[config.mk]
export PLATFORM = sky130hd
export DESIGN_NAME = pdlz_ref_check
export DESIGN_NICKNAME = d
export VERILOG_FILES = /design/src/hdl/pdlz_pkg.sv /design/src/hdl/pdlz_ref_check.sv
export SDC_FILE = /design/constraint.sdc
export NUM_CORES = 1
export LEC_CHECK = 0
export BUFFER_PORTS_ARGS = -buffer_cell sky130_fd_sc_hd__buf_2
export CORE_ASPECT_RATIO = 0.75
export CORE_MARGIN = 2
export CORE_UTILIZATION = 47
export DETAILED_ROUTE_END_ITERATION = 12
export PLACE_DENSITY = 0.88
export SLEW_MARGIN = 5
export SYNTH_ARGS = -nofsm -noshare
export SYNTH_HDL_FRONTEND = slang
export SYNTH_SLANG_ARGS = --single-unit
[constraint.sdc]
create_clock -name vclk -period 5
set_input_delay 1 -clock vclk [all_inputs]
set_output_delay 1 -clock vclk [all_outputs]
set_load 0.03 [all_outputs]
[src/hdl/pdlz_pkg.sv]
// ----------------------------------------------------------------------------
// pdlz_pkg
// Shared constants and types of the PalmDoc LZ77 record decoder.
// ----------------------------------------------------------------------------
package pdlz_pkg;

    localparam int HISTORY_DEPTH = 2048;
    localparam int HIST_AW       = $clog2(HISTORY_DEPTH);

    localparam logic [7:0]  RAW_MIN     = 8'h01;
    localparam logic [7:0]  RAW_MAX     = 8'h08;
    localparam logic [7:0]  LIT_MAX     = 8'h7f;
    localparam logic [7:0]  SPACE_MIN   = 8'hc0;
    localparam logic [7:0]  SPACE_CHAR  = 8'h20;
    localparam logic [7:0]  LOW7_MASK   = 8'h7f;
    localparam logic [3:0]  LEN_BASE    = 4'd3;
    localparam logic [15:0] LIMIT_RESET = 16'd4096;

    typedef struct packed {
        logic               ok;
        logic [3:0]         len;
        logic [HIST_AW-1:0] src;
    } t_ref_info;

endpackage

[src/hdl/pdlz_ref_check.sv]
// ----------------------------------------------------------------------------
// pdlz_ref_check
// Decodes a back-reference pair into length and source address and checks
// it against the bytes written so far and the record limit.
// ----------------------------------------------------------------------------
module pdlz_ref_check (
    input  logic [7:0]           i_pair_high,
    input  logic [7:0]           i_pair_low,
    input  logic [15:0]          i_count,
    input  logic [15:0]          i_limit,
    output pdlz_pkg::t_ref_info  o_info
);

    logic [10:0] back_dist;
    logic [3:0]  len;
    logic [16:0] end_pos;

    always_comb begin
        back_dist = {i_pair_high[5:0], i_pair_low[7:3]};
        len       = pdlz_pkg::LEN_BASE + {1'b0, i_pair_low[2:0]};
        end_pos   = {1'b0, i_count} + {13'd0, len};
        o_info.len = len;
        o_info.src = i_count[pdlz_pkg::HIST_AW-1:0] - pdlz_pkg::HIST_AW'(back_dist);
        o_info.ok  = (back_dist != 11'd0) && ({5'd0, back_dist} <= i_count)
                     && (end_pos <= {1'b0, i_limit});
    end

endmodule
==> results.py <==
metrics = {
    "run_status": {
        "status": "complete, but fails checks",
        "violations": "negative setup slack",
    },
    "yosys": {
        "syn_inst": 233,
        "synth_area_leaders": "ha_1, inv_1, xnor2_1",
        "syn_area_sq_mm": 0.00165,
        "avgSynthCellArea_sq_um": 7.06,
        "synth_cell_types": 41,
        "synth-seq-area-share": 0,
        "syn_nets": 325,
        "synth_top_cell_area_share": 0.319,
        "yosysWarnings": 0,
        "yosys.area.top_type": "ha_1",
    },
    "placed_design": {
        "portBuffers": 62,
        "gp_congestion": 0.886,
        "hpwl_um": 3660,
        "placed_area_sq_mm": 0.00211,
    },
    "power_and_ir_drop": {
        "p_per_area_mw_per_mm2": 130,
        "vdd_drop_max_mv": 0.0881,
        "p_leak_nw": 1.19,
        "total_power_w": 0.000289,
    },
    "sta": {
        "drv_slew": 0,
        "fmax_mhz": 200,
        "maxSlewHeadroom": 0.676,
        "holdWs_ns": 2.44,
        "timing.final.ws_setup_ns": -0.00409,
        "hold_viol": 0,
        "finalSetupViolCount": 1,
        "fin_crit_ns": 5.00,
        "rsz0062_at_grt": "true",
        "period_share": 1.00,
        "tightestPinTransition_ns": 0.483,
    },
    "final_layout": {
        "n_clock_buffer": 0,
        "design.seq.count": 0,
        "fin_nets": 397,
        "syn2layout_area_growth_pct": 34.8,
        "final_util": 0.670,
        "n_antenna_cell": 0,
        "drive_gt1_frac": 0.323,
        "seq_area_sq_um": 0,
        "fin_area_sq_mm": 0.00222,
    },
    "route": {
        "drt.antenna.violating_nets": 0,
        "drt-total-wl_um": 4230,
        "wl_met1_um": 2050,
        "vias": 1836,
        "drt_pre_antenna_iters": 4,
        "drt_iter0_drc": 53,
        "drc_errors": 0,
        "wl_met3_um": 260,
        "wl_per_cell_um": 12.3,
        "viasPerCell": 5.35,
        "highest_layer": "met3",
        "met2WireLength_um": 1920,
    },
    "global_routing": {
        "grt_pass1_wl_um": 6880,
        "antenna_found_initial": 0,
        "grt_overflow": 0,
        "grt_max_degree": 9,
        "grt_pass1_vias": 1623,
        "grt_usage": 0.203,
    },
    "floorplanning": {
        "rows": 18,
        "die_y_um": 55.2,
        "fp.dieArea_sq_mm": 0.00399,
        "ios": 64,
        "floorplan.initialDensity": 0.497,
        "core-area_sq_mm": 0.00331,
        "die_w_um": 72.3,
    },
    "setup_path": {
        "cp-start-kind": "primary input",
        "slowest_delay_ns": 0.31,
        "path_cells": "buf_6, clkinvlp_4, ha_4, xnor2_4, ha_4, nor2b_1, o21a_1, or2_4, and3_4, xnor2_2, ha_1, a211oi_2, nor2_1, a2111oi_2, o21a_1, o2111a_2, buf_6",
        "worstSetupPathType": "in2out",
        "worst-endpoint-arrival_ns": 4.00,
        "crit_path_end_kind": "output pin",
        "crit_slowest_cell": "ha_1",
        "required_ns": 4.00,
        "path_max_fanout": 4,
    },
    "hold_path": {
        "hold_path.class": "in2out",
    },
    "job": {
        "maxCapViolations": 0,
    },
}
## kinds of logic (layout without fill, tap and decap cells)
| family | after synthesis | in the layout | synth area share |
|---|---|---|---|
| and+or+nand+nor | 67 | 67 | 0.226 |
| buffers and inverters | 56 | 126 | 0.130 |
| AOI/OAI and AO/OA | 45 | 45 | 0.189 |
| adders and majority gates | 44 | 44 | 0.344 |
| xor gates and xnor gates | 21 | 21 | 0.112 |
## routing by layer
metal | global-route usage | vias to the layer above
li1 | - | 955
met1 | 0.297 | 822
met2 | 0.349 | 59
met3 | 0.00547 | 0
met4 | 0.00539 | 0
met5 | 0 | -
## worst max-delay path: cells and delay by family
| family | cells | cell delay (ns) |
|---|---|---|
| AOI/OAI and AO/OA | 5 | 1.08 |
| adders and majority gates | 3 | 0.71 |
| and+or+nand+nor | 4 | 0.63 |
| buffers and inverters | 3 | 0.30 |
| xor gates and xnor gates | 2 | 0.29 |
## per-stage QoR
stage / TNS, ns / cells / setup WS (ns)
floorplan: -0.135 / 233 / -0.135
global placement: -0.155 / 339 / -0.155
detailed placement: -0.173 / 339 / -0.173
CTS: 0 / 341 / 0.00303
global route: -0.155 / 343 / -0.155
finish: -0.00409 / 343 / -0.00409
## Yosys cell counts, drive strengths merged
library cell  count
a2111oi           2
a211o             2
a211oi            4
a21o              3
a21oi            12
a311oi            1
a31oi             1
and3              5
buf               2
clkbuf            2
fa                2
ha               42
inv              52
nand2            10
nand3            11
nand4             9
nand4b            1
nor2             11
nor2b             4
nor3              6
nor4              5
o2111a            1
o2111ai           2
o211ai            3
o21a              5
o21ai             6
o21bai            2
o311a             1
or2               2
or3               1
or4               2
xnor2            18
xor2              3
## placed cells by master, fill, tap and decap left out, types with 2 or more instances in the layout
cell type,Yosys,layout
buf_2,2,60
inv_1,50,48
ha_1,42,39
xnor2_1,18,16
nand3_1,11,11
nor2_1,11,11
buf_4,0,11
nand2_1,10,10
a21oi_1,12,10
nand4_1,9,9
o21a_1,5,5
and3_1,4,4
nor2b_1,4,4
o21ai_0,4,4
nor3_1,5,4
inv_2,2,3
a21o_1,3,3
a211oi_1,4,3
o211ai_1,3,3
nor4_1,4,3
xor2_1,3,3
ha_4,0,3
buf_6,0,3
a21oi_2,0,2
a211o_1,2,2
o2111ai_1,2,2
or4_1,2,2
nor3_2,1,2
a2111oi_2,0,2
## power by group
part / total, W / switching [W] / internal (W)
logic: 0.000289 / 0.000166 / 0.000123
registers: 0 / 0 / 0
clock network: 0 / 0 / 0
total: 0.000289 / 0.000166 / 0.000123
## path summary, 6_finish.rpt
check,cells past startpoint,from,slack (ns),endpoint
setup / recovery,17,i_pair_low[0],-0.004,o_info[15]
hold / removal,3,i_pair_low[0],2.44,o_info[14]
## area by class of cell
type / count / area [sq um]
inverters: 52 / 199
repair buffers: 74 / 417
multi-input cells: 177 / 1550
well taps: 40 / 50.0
fillers: 301 / 1090
## timing repair
action / in CTS / in global routing
buffers inserted: 2 / 2
resized for setup: 8 / 11
hold buffers: 0 / 0
setup endpoints to repair: 1 / 1
pin swaps: 10 / 9
Note: power is estimated with default switching activity, not from simulation.
